==> src/tccw_pkg.sv <==
// ----------------------------------------------------------------------------
// tccw_pkg
// Types and constants shared by the text console cursor writer modules.
// ----------------------------------------------------------------------------
package tccw_pkg;

  localparam int CHAR_W   = 8;
  localparam int COLOR_W  = 4;
  localparam int ATTR_W   = 8;
  localparam int POS_W    = 11;
  localparam int COL_W    = 7;
  localparam int ROW_W    = 5;
  localparam int CFG_IDX_W  = 1;
  localparam int CFG_DATA_W = 8;

  localparam logic [CHAR_W-1:0] CHAR_NEWLINE   = 8'h0A;
  localparam logic [CHAR_W-1:0] CHAR_BACKSPACE = 8'h08;
  localparam logic [CHAR_W-1:0] CHAR_SPACE     = 8'h20;

  typedef enum logic [CFG_IDX_W-1:0] {
    CFG_BLANK_ATTRIBUTE      = 1'b0,
    CFG_MIN_BACKSPACE_COLUMN = 1'b1
  } cfg_reg_t;

  typedef struct packed {
    logic [CHAR_W-1:0]  character_code;
    logic [COLOR_W-1:0] foreground;
    logic [COLOR_W-1:0] background;
  } item_t;

  typedef struct packed {
    logic               cell_write;
    logic [POS_W-1:0]   cell_index;
    logic [CHAR_W-1:0]  cell_char;
    logic [ATTR_W-1:0]  cell_attribute;
    logic               screen_clear;
    logic [POS_W-1:0]   cursor_position;
  } result_t;

endpackage

==> src/tccw_in_stage.sv <==
// ----------------------------------------------------------------------------
// tccw_in_stage
// Input register: captures one transaction and hands it on when the
// result register can take the next result.
// ----------------------------------------------------------------------------
module tccw_in_stage
  import tccw_pkg::*;
(
  input  logic  clk,
  input  logic  rst_n,
  input  logic  in_valid,
  output logic  in_ready,
  input  item_t in_item,
  input  logic  take,
  output logic  item_valid,
  output item_t item
);

  logic  valid_r, valid_nxt;
  item_t item_r;
  logic  load;

  assign in_ready  = !valid_r || take;
  assign load      = in_valid && in_ready;
  assign valid_nxt = load ? 1'b1 : (take ? 1'b0 : valid_r);

  always_ff @(posedge clk) begin
    if (!rst_n) begin
      valid_r <= 1'b0;
    end else begin
      valid_r <= valid_nxt;
    end
  end

  always_ff @(posedge clk) begin
    if (load) begin
      item_r <= in_item;
    end
  end

  assign item_valid = valid_r;
  assign item       = item_r;

endmodule

==> src/tccw_cursor.sv <==
// ----------------------------------------------------------------------------
// tccw_cursor
// Cursor state, backspace limit register and the per-character update:
// cell write, wrap to the next row and clear past the last row.
// ----------------------------------------------------------------------------
module tccw_cursor
  import tccw_pkg::*;
#(
  parameter int COLUMNS = 80,
  parameter int ROWS    = 25
) (
  input  logic                  clk,
  input  logic                  rst_n,
  input  logic                  step,
  input  item_t                 item,
  input  logic                  cfg_write,
  input  logic [CFG_IDX_W-1:0]  cfg_index,
  input  logic [CFG_DATA_W-1:0] cfg_data,
  output result_t               result
);

  localparam logic [COL_W:0] COL_LIMIT = (COL_W+1)'(COLUMNS);
  localparam logic [ROW_W:0] ROW_LIMIT = (ROW_W+1)'(ROWS);

  logic [COL_W-1:0] col_r, col_nxt;
  logic [ROW_W-1:0] row_r, row_nxt;
  logic [COL_W-1:0] min_bs_r;

  logic             is_nl, is_bs, bs_act, wr;
  logic [COL_W:0]   col_a, col_b;
  logic [ROW_W:0]   row_a, row_b;
  logic [COL_W-1:0] idx_col;
  logic             clr;

  function automatic logic [POS_W-1:0] lin_pos(input logic [ROW_W-1:0] r,
                                               input logic [COL_W-1:0] c);
    logic [POS_W+1:0] p;
    p = {{(POS_W+2-ROW_W){1'b0}}, r} * (POS_W+2)'(COLUMNS)
      + {{(POS_W+2-COL_W){1'b0}}, c};
    return p[POS_W-1:0];
  endfunction

  assign is_nl  = (item.character_code == CHAR_NEWLINE);
  assign is_bs  = (item.character_code == CHAR_BACKSPACE);
  assign bs_act = is_bs && (col_r > min_bs_r);

  always_comb begin
    col_a   = {1'b0, col_r};
    row_a   = {1'b0, row_r};
    idx_col = col_r;
    wr      = 1'b0;
    if (is_nl) begin
      col_a = '0;
      row_a = {1'b0, row_r} + 1'b1;
    end else if (is_bs) begin
      if (bs_act) begin
        col_a   = {1'b0, col_r} - 1'b1;
        idx_col = col_r - 1'b1;
        wr      = 1'b1;
      end
    end else begin
      col_a = {1'b0, col_r} + 1'b1;
      wr    = 1'b1;
    end

    col_b = col_a;
    row_b = row_a;
    if (col_a >= COL_LIMIT) begin
      col_b = '0;
      row_b = row_a + 1'b1;
    end
    clr = 1'b0;
    if (row_b >= ROW_LIMIT) begin
      clr   = 1'b1;
      col_b = '0;
      row_b = '0;
    end
    col_nxt = col_b[COL_W-1:0];
    row_nxt = row_b[ROW_W-1:0];
  end

  always_comb begin
    result.cell_write      = wr;
    result.cell_index      = wr ? lin_pos(row_r, idx_col) : '0;
    result.cell_char       = wr ? (bs_act ? CHAR_SPACE : item.character_code) : '0;
    result.cell_attribute  = wr ? {item.background, item.foreground} : '0;
    result.screen_clear    = clr;
    result.cursor_position = lin_pos(row_nxt, col_nxt);
  end

  always_ff @(posedge clk) begin
    if (!rst_n) begin
      col_r <= '0;
      row_r <= '0;
    end else if (step) begin
      col_r <= col_nxt;
      row_r <= row_nxt;
    end
  end

  // The blank attribute is applied by the consumer on a clear; nothing
  // here depends on it, so its writes are taken and dropped.
  always_ff @(posedge clk) begin
    if (!rst_n) begin
      min_bs_r <= 7'd6;
    end else if (cfg_write) begin
      case (cfg_reg_t'(cfg_index))
        CFG_MIN_BACKSPACE_COLUMN: min_bs_r <= cfg_data[COL_W-1:0];
        CFG_BLANK_ATTRIBUTE:      min_bs_r <= min_bs_r;
        default:                  min_bs_r <= min_bs_r;
      endcase
    end
  end

endmodule

==> src/tccw_out_stage.sv <==
// ----------------------------------------------------------------------------
// tccw_out_stage
// Result register: holds one result until the receiver takes it.
// ----------------------------------------------------------------------------
module tccw_out_stage
  import tccw_pkg::*;
(
  input  logic    clk,
  input  logic    rst_n,
  input  logic    load,
  input  result_t result,
  input  logic    out_ready,
  output logic    take,
  output logic    out_valid,
  output result_t out_result
);

  logic    valid_r, valid_nxt;
  result_t result_r;

  assign take      = !valid_r || out_ready;
  assign valid_nxt = load ? 1'b1 : (out_ready ? 1'b0 : valid_r);

  always_ff @(posedge clk) begin
    if (!rst_n) begin
      valid_r <= 1'b0;
    end else begin
      valid_r <= valid_nxt;
    end
  end

  always_ff @(posedge clk) begin
    if (load) begin
      result_r <= result;
    end
  end

  assign out_valid  = valid_r;
  assign out_result = result_r;

endmodule

==> src/text_console_cursor_writer.sv <==
// ----------------------------------------------------------------------------
// text_console_cursor_writer
// Character console cursor writer: one character in, one result out.
//
// Input channel (in_*): character byte with foreground/background colors.
// Output channel (out_*): optional cell write (index, char, attribute),
// a screen clear flag and the new linear cursor position.
// Config channel (cfg_*): index 0 blank attribute, index 1 minimum
// backspace column; always ready. The user must write it only while the
// block is idle; the block itself does not enforce this.
// Path: a transaction accepted on in_* passes the input register, the cursor
// update step and then the result register before it shows on out_*.
// Throughput: one character per cycle while out_ready holds, set by the
// single cursor update step between the input and result registers.
// When the receiver stalls, the result register holds and the input
// register fills; in_ready drops once both are occupied.
// Reset: cursor goes home, both stages empty, registers back to defaults.
// ----------------------------------------------------------------------------
module text_console_cursor_writer
  import tccw_pkg::*;
#(
  parameter int COLUMNS = 80,
  parameter int ROWS    = 25
) (
  input  logic                  clk,
  input  logic                  rst_n,
  input  logic                  in_valid,
  output logic                  in_ready,
  input  logic [CHAR_W-1:0]     in_character_code,
  input  logic [COLOR_W-1:0]    in_foreground,
  input  logic [COLOR_W-1:0]    in_background,
  output logic                  out_valid,
  input  logic                  out_ready,
  output logic                  out_cell_write,
  output logic [POS_W-1:0]      out_cell_index,
  output logic [CHAR_W-1:0]     out_cell_char,
  output logic [ATTR_W-1:0]     out_cell_attribute,
  output logic                  out_screen_clear,
  output logic [POS_W-1:0]      out_cursor_position,
  input  logic                  cfg_valid,
  output logic                  cfg_ready,
  input  logic [CFG_IDX_W-1:0]  cfg_index,
  input  logic [CFG_DATA_W-1:0] cfg_data
);

  item_t   in_item, item;
  logic    item_valid, take, step;
  result_t result, out_result;

  assign in_item.character_code = in_character_code;
  assign in_item.foreground     = in_foreground;
  assign in_item.background     = in_background;
  assign cfg_ready = 1'b1;
  assign step      = item_valid && take;

  tccw_in_stage u_in (
    .clk        (clk),
    .rst_n      (rst_n),
    .in_valid   (in_valid),
    .in_ready   (in_ready),
    .in_item    (in_item),
    .take       (take),
    .item_valid (item_valid),
    .item       (item)
  );

  tccw_cursor #(
    .COLUMNS (COLUMNS),
    .ROWS    (ROWS)
  ) u_cursor (
    .clk       (clk),
    .rst_n     (rst_n),
    .step      (step),
    .item      (item),
    .cfg_write (cfg_valid && cfg_ready),
    .cfg_index (cfg_index),
    .cfg_data  (cfg_data),
    .result    (result)
  );

  tccw_out_stage u_out (
    .clk        (clk),
    .rst_n      (rst_n),
    .load       (step),
    .result     (result),
    .out_ready  (out_ready),
    .take       (take),
    .out_valid  (out_valid),
    .out_result (out_result)
  );

  assign out_cell_write      = out_result.cell_write;
  assign out_cell_index      = out_result.cell_index;
  assign out_cell_char       = out_result.cell_char;
  assign out_cell_attribute  = out_result.cell_attribute;
  assign out_screen_clear    = out_result.screen_clear;
  assign out_cursor_position = out_result.cursor_position;

endmodule

==> config.mk <==
export PLATFORM = sky130hd
export DESIGN_NAME = text_console_cursor_writer
export DESIGN_NICKNAME = d
export VERILOG_FILES = /design/src/tccw_pkg.sv /design/src/tccw_in_stage.sv /design/src/tccw_cursor.sv /design/src/tccw_out_stage.sv /design/src/text_console_cursor_writer.sv
export SDC_FILE = /design/constraint.sdc
export NUM_CORES = 1
export LEC_CHECK = 0
export ABC_AREA = 1
export BUFFER_PORTS_ARGS = -buffer_cell sky130_fd_sc_hd__buf_2
export CORE_MARGIN = 4
export CORE_UTILIZATION = 53
export CTS_BUF_LIST = sky130_fd_sc_hd__clkbuf_4
export DETAILED_ROUTE_END_ITERATION = 6
export MAX_ROUTING_LAYER = met4
export PLACE_DENSITY = 0.79
export SLEW_MARGIN = 10
export SYNTH_ARGS = -nofsm -noshare
export SYNTH_HDL_FRONTEND = slang
export SYNTH_SLANG_ARGS = --single-unit
==> constraint.sdc <==
create_clock -name clk -period 4.7 [get_ports clk]
set_clock_uncertainty 0.2 [all_clocks]
set_input_delay 0.235 -clock clk [delete_from_list [all_inputs] [get_ports clk]]
set_output_delay 0.235 -clock clk [all_outputs]
set_load 0.005 [all_outputs]
==> results by stage <==
Run status:
- The flow ran to the end, and the final reports show no timing, DRC or antenna violations.

Pwr:
- In this run the static leakage power is roughly 2.6 nW.
- The total power divided by cell area is between 200 and 300 nW/um^2.
- The relative contribution of combinational cells to total power is 20.3%.
- The power spent charging and discharging nets is 445 uW.
- The total power draw is approximately 1.5 mW.
- The total internal power is approximately 1.1 mW.
- The fraction of power consumed by the clock network is a little over a quarter.
- The switching share of power is 29.2%.
- IR analysis of the VDD net gives a maximum drop of 150 uV.
- Sequential cells account for 52.8% of the total power.

Timing:
- The tightest hold path in the finished design has a slack of between 0.01 and 0.015 ns.
- For this run, the top clock speed supported by timing is 222 MHz.
- The final critical delay including setup and external delays is 4.50 ns.
- For the pin with the worst max-slew slack, the measured transition is 1.13 ns.
- After layout, the worst path uses 95.6% of the clock period.
- The final-report setup violation count is 0.
- The worst slew margin relative to its limit is roughly 25%.
- The hold violation count in the final report is 0.
- The slack of the critical path is 0.205 ns.
- The max-slew violation count is 0.

Finish:
- In the layout the commonest cells are sky130_fd_sc_hd__inv_1, sky130_fd_sc_hd__nand2_1, sky130_fd_sc_hd__buf_2.
- The most common cell after layout, fill and taps aside is sky130_fd_sc_hd__inv_1.
- The cell area after layout is approximately 5400 um^2.
- The total of fill cells in the finished design is 620.
- The net count reported at finish is 649.
- The growth of design area from synthesis to finish is 23.4%.
- 0 antenna diodes ended up in the layout.
- Of the cells placed in the final design, the portion with a size suffix greater than 1 is 26.2%.

Global route:
- The pin count of the biggest net entering global routing is 40.
- The initial antenna violation count is 0.
- Summed over all layers, the global routing overflow is 0.
- The global-route wire length before repair is 15.6 mm.
- The number of global-route vias before repair came to between 3000 and 4000.
- The global-route usage over all layers is approximately 20%.

Setup path:
- The critical path goes through nor3_2, nand2_2, nor3_4, inv_4, nor2_4, inv_2, o32ai_2, inv_2, nand2_4, nand2_1, nand2_1, nand3_2, nand2_4, nand3_2, inv_2, ha_1, ha_1, fa_2, xnor2_2, nand3b_1, xor2_1, inv_1, nand4_1, nand2_1.
- STA classifies the critical path endpoint as a flip-flop.
- The endpoint of the worst-slack reg-to-reg timing path is u_out.out_result[10]$_DFFE_PP_.
- For this run, the slowest stage of the critical path takes 0.43 ns.
- The largest fanout on the critical path is 9.
- The cell at the slowest stage of the critical path is sky130_fd_sc_hd__edfxtp_1.
- The register-to-register setup slack is 0.20 ns.
- The startpoint identified for the worst register-to-register timing path is u_in.item[14]$_DFFE_PP_.
- The path type of the worst setup path is reg -> reg.
- The number of cells on the worst reg-to-reg path is 24.
- At the worst endpoint, the arrival time is 4.52 ns.
- The required time of the worst setup path is between 4 and 5 ns.
- STA classifies the critical path startpoint as a flip-flop.

Routing:
- The count of routing violations after the opening detailed-route iteration is 165.
- For this block, the routed nets add up to roughly 9.5 mm of wire.
- Dividing the detail-routed via count by the number of cells gives about 5.1.
- The first detailed-routing pass took 5 iterations.
- In this run the remaining antenna-violating nets after routing total 0.
- For this run, design rule violations remaining after detail routing come to 0.
- Dividing the detail-routed wire length by the instance count gives around 14 um.
- The total via count in the routed design is about 3600.

Clocking:
- TritonCTS built the clock tree.
- The TritonCTS buffer count is 9.
- The number of sinks handled by clock tree synthesis is 77.
- The later pin in the worst-skew pair is clocked with a latency of between 0.4 and 0.5 ns.
- In this run the clock root is driven by a sky130_fd_sc_hd__clkbuf_4.
- The clock-pin slew on the worst setup and hold paths is 0.13 ns.
- The number of H-tree levels is 3.
- The number of buffers on the longest clock path is 2.

Place:
- Port buffering added 70 buffers.
- Before CTS, the worst setup slack after placement is 0.0699 ns.
- After detailed placement, the total cell area comes to 4890 um^2.
- The HPWL after detailed placement is 6.74 mm.
- The routability congestion estimate from global placement is 0.841.

Synthesis:
- When the netlist entered floorplanning its net count stood at 538.
- The sequential area share after synthesis is 48.0%.
- The Yosys step of the flow raised 0 warnings.
- The predominant post-synthesis flop cell is sky130_fd_sc_hd__edfxtp_1.
- Synthesis inferred 77 register bits.
- Yosys mapped the design onto 40 distinct sky130hd cell types.
- The mean cell area of the mapped netlist is 9.21 um^2.
- Of all flip-flops after synthesis, the portion carrying an async set or reset was 0%.
- The cell count after synthesis is 475.
- Yosys mapped a number of flops with a built-in enable equal to 56.
- The post-synthesis cell area is between 4000 and 5000 um^2.

Die:
- The area of the die is between 9000 and 10000 um^2.
- Measured along the y axis, the die boundary spans 98.9 um.
- The horizontal die dimension is 98.9 um.
- In this run the core area contains 32 standard-cell rows.
- Once the floorplan was initialized, standard cells occupied 55.5% of the core.
- The number of top-level pins is 73.
- The placeable core area is 7890 um^2.

Min path:
- Counting instances, the worst hold path has a depth of 3.
- The min-delay analysis places its worst path in the category in -> reg.
- The end point of the worst hold path is u_cursor.col_r[6]$_SDFFE_PN0P_.
- The startpoint of the worst hold path is rst_n.

Job:
- The max-cap violation count is 0.
flip-flops by register name (all words and copies together) (netlist names):
signal / flops
u_cursor.row_r: 5
u_in.item_valid: 1
u_cursor.min_bs_r: 7
u_out.out_result: 40
u_in.item: 16
u_out.out_valid: 1
u_cursor.col_r: 7
cell type report:
type                    count  area [um^2]  share of cell area (%)
inverters                  84          318                    5.89
clock buffers               9         67.6                    1.25
repair buffers            115          768                    14.2
multi-input cells         299         1940                    35.9
flip-flops and latches     77         2100                    39.0
well taps                 102          128                    2.36
clock inverters             7         73.8                    1.37
kinds of logic (layout without fill, tap and decap cells):
family                     Yosys count  after routing  synth area share, %
xor gates and xnor gates            17             17                 3.40
other                                1              1               0.0857
adders and majority gates           33             33                 10.1
DFF                                 77             77                 48.0
and+or+nand+nor                    182            182                 20.2
buffers and inverters               99            215                 9.18
AOI/OAI and AO/OA                   66             66                 8.98
worst max-delay path, delay by kind of cell, from the launching register on:
| family | cells | cell delay [ns] |
|---|---|---|
| adders and majority gates | 3 | 0.84 |
| xor gates and xnor gates | 2 | 0.34 |
| AOI/OAI and AO/OA | 1 | 0.13 |
| and+or+nand+nor | 13 | 1.90 |
| DFF | 1 | 0.43 |
| buffers and inverters | 5 | 0.43 |
repair_timing:
| action | 4_1_cts | 5_1_grt |
|---|---|---|
| resized for setup | 0 | 19 |
| setup buffers | 0 | 4 |
| endpoints found under the setup margin | 0 | 2 |
| hold endpoints to repair | 25 | 0 |
| hold buffers | 27 | 0 |
worst max-delay path by stage:
stage | start | end | cells after the start
finish | u_in.item[14]$_DFFE_PP_ | u_out.out_result[10]$_DFFE_PP_ | 24
global route | u_cursor.min_bs_r[6]$_SDFFE_PN0P_ | u_out.out_result[10]$_DFFE_PP_ | 29
CTS | u_cursor.col_r[6]$_SDFFE_PN0P_ | u_out.out_result[10]$_DFFE_PP_ | 26
detailed placement | u_cursor.col_r[6]$_SDFFE_PN0P_ | u_out.out_result[10]$_DFFE_PP_ | 26
global placement | u_cursor.col_r[6]$_SDFFE_PN0P_ | u_out.out_result[10]$_DFFE_PP_ | 26
floorplan | u_in.item[14]$_DFFE_PP_ | u_out.out_result[10]$_DFFE_PP_ | 28
power groups by stage:
| stage | Sequential, mW | Clock (mW) | Combinational, mW |
|---|---|---|---|
| final | 0.803 | 0.410 | 0.309 |
| after global routing | 0.808 | 0.447 | 0.349 |
| after CTS | 0.803 | 0.418 | 0.295 |
| after detailed placement | 0.818 | 0 | 0.275 |
| after global placement | 0.816 | 0 | 0.265 |
| after floorplan | 0.819 | 0 | 0.190 |
metal layers:
metal  track usage [%]  vias up  routed length, um
met3              2.83       11                531
li1                  -     1782                  -
met4              7.77        0                141
met1              25.9     1645               4210
met5                 -        -                  0
met2              33.4      112               4650
Yosys cell counts (2+ instances only):
cell type	n	area (um^2)
sky130_fd_sc_hd__inv_1	79	297
sky130_fd_sc_hd__o211ai_1	2	15.0
sky130_fd_sc_hd__xor2_1	14	123
sky130_fd_sc_hd__nand2_1	74	278
sky130_fd_sc_hd__ha_1	29	363
sky130_fd_sc_hd__nor2_1	43	161
sky130_fd_sc_hd__nand2_2	4	25.0
sky130_fd_sc_hd__o21a_1	4	30.0
sky130_fd_sc_hd__nor3_4	2	32.5
sky130_fd_sc_hd__inv_2	3	11.3
sky130_fd_sc_hd__nand4_1	7	43.8
sky130_fd_sc_hd__buf_4	2	15.0
sky130_fd_sc_hd__a21oi_2	9	78.8
sky130_fd_sc_hd__edfxtp_1	56	1680
sky130_fd_sc_hd__nand3_1	30	150
sky130_fd_sc_hd__nand3_2	9	90.1
sky130_fd_sc_hd__nand3b_1	4	30.0
sky130_fd_sc_hd__dfxtp_1	21	420
sky130_fd_sc_hd__xnor2_1	3	26.3
sky130_fd_sc_hd__o21ai_0	27	135
sky130_fd_sc_hd__a21oi_1	22	110
sky130_fd_sc_hd__fa_1	4	80.1
sky130_fd_sc_hd__clkbuf_1	10	37.5
stage by stage:
stage,instances,utilization (%),setup TNS [ns]
after floorplan,475,-,0
after global placement,646,61.9,0
after detailed placement,646,61.9,0
after CTS,689,67.2,0
after global routing,693,68.4,-0.0301
final,693,68.4,0
(Power assumes the default switching activity.)
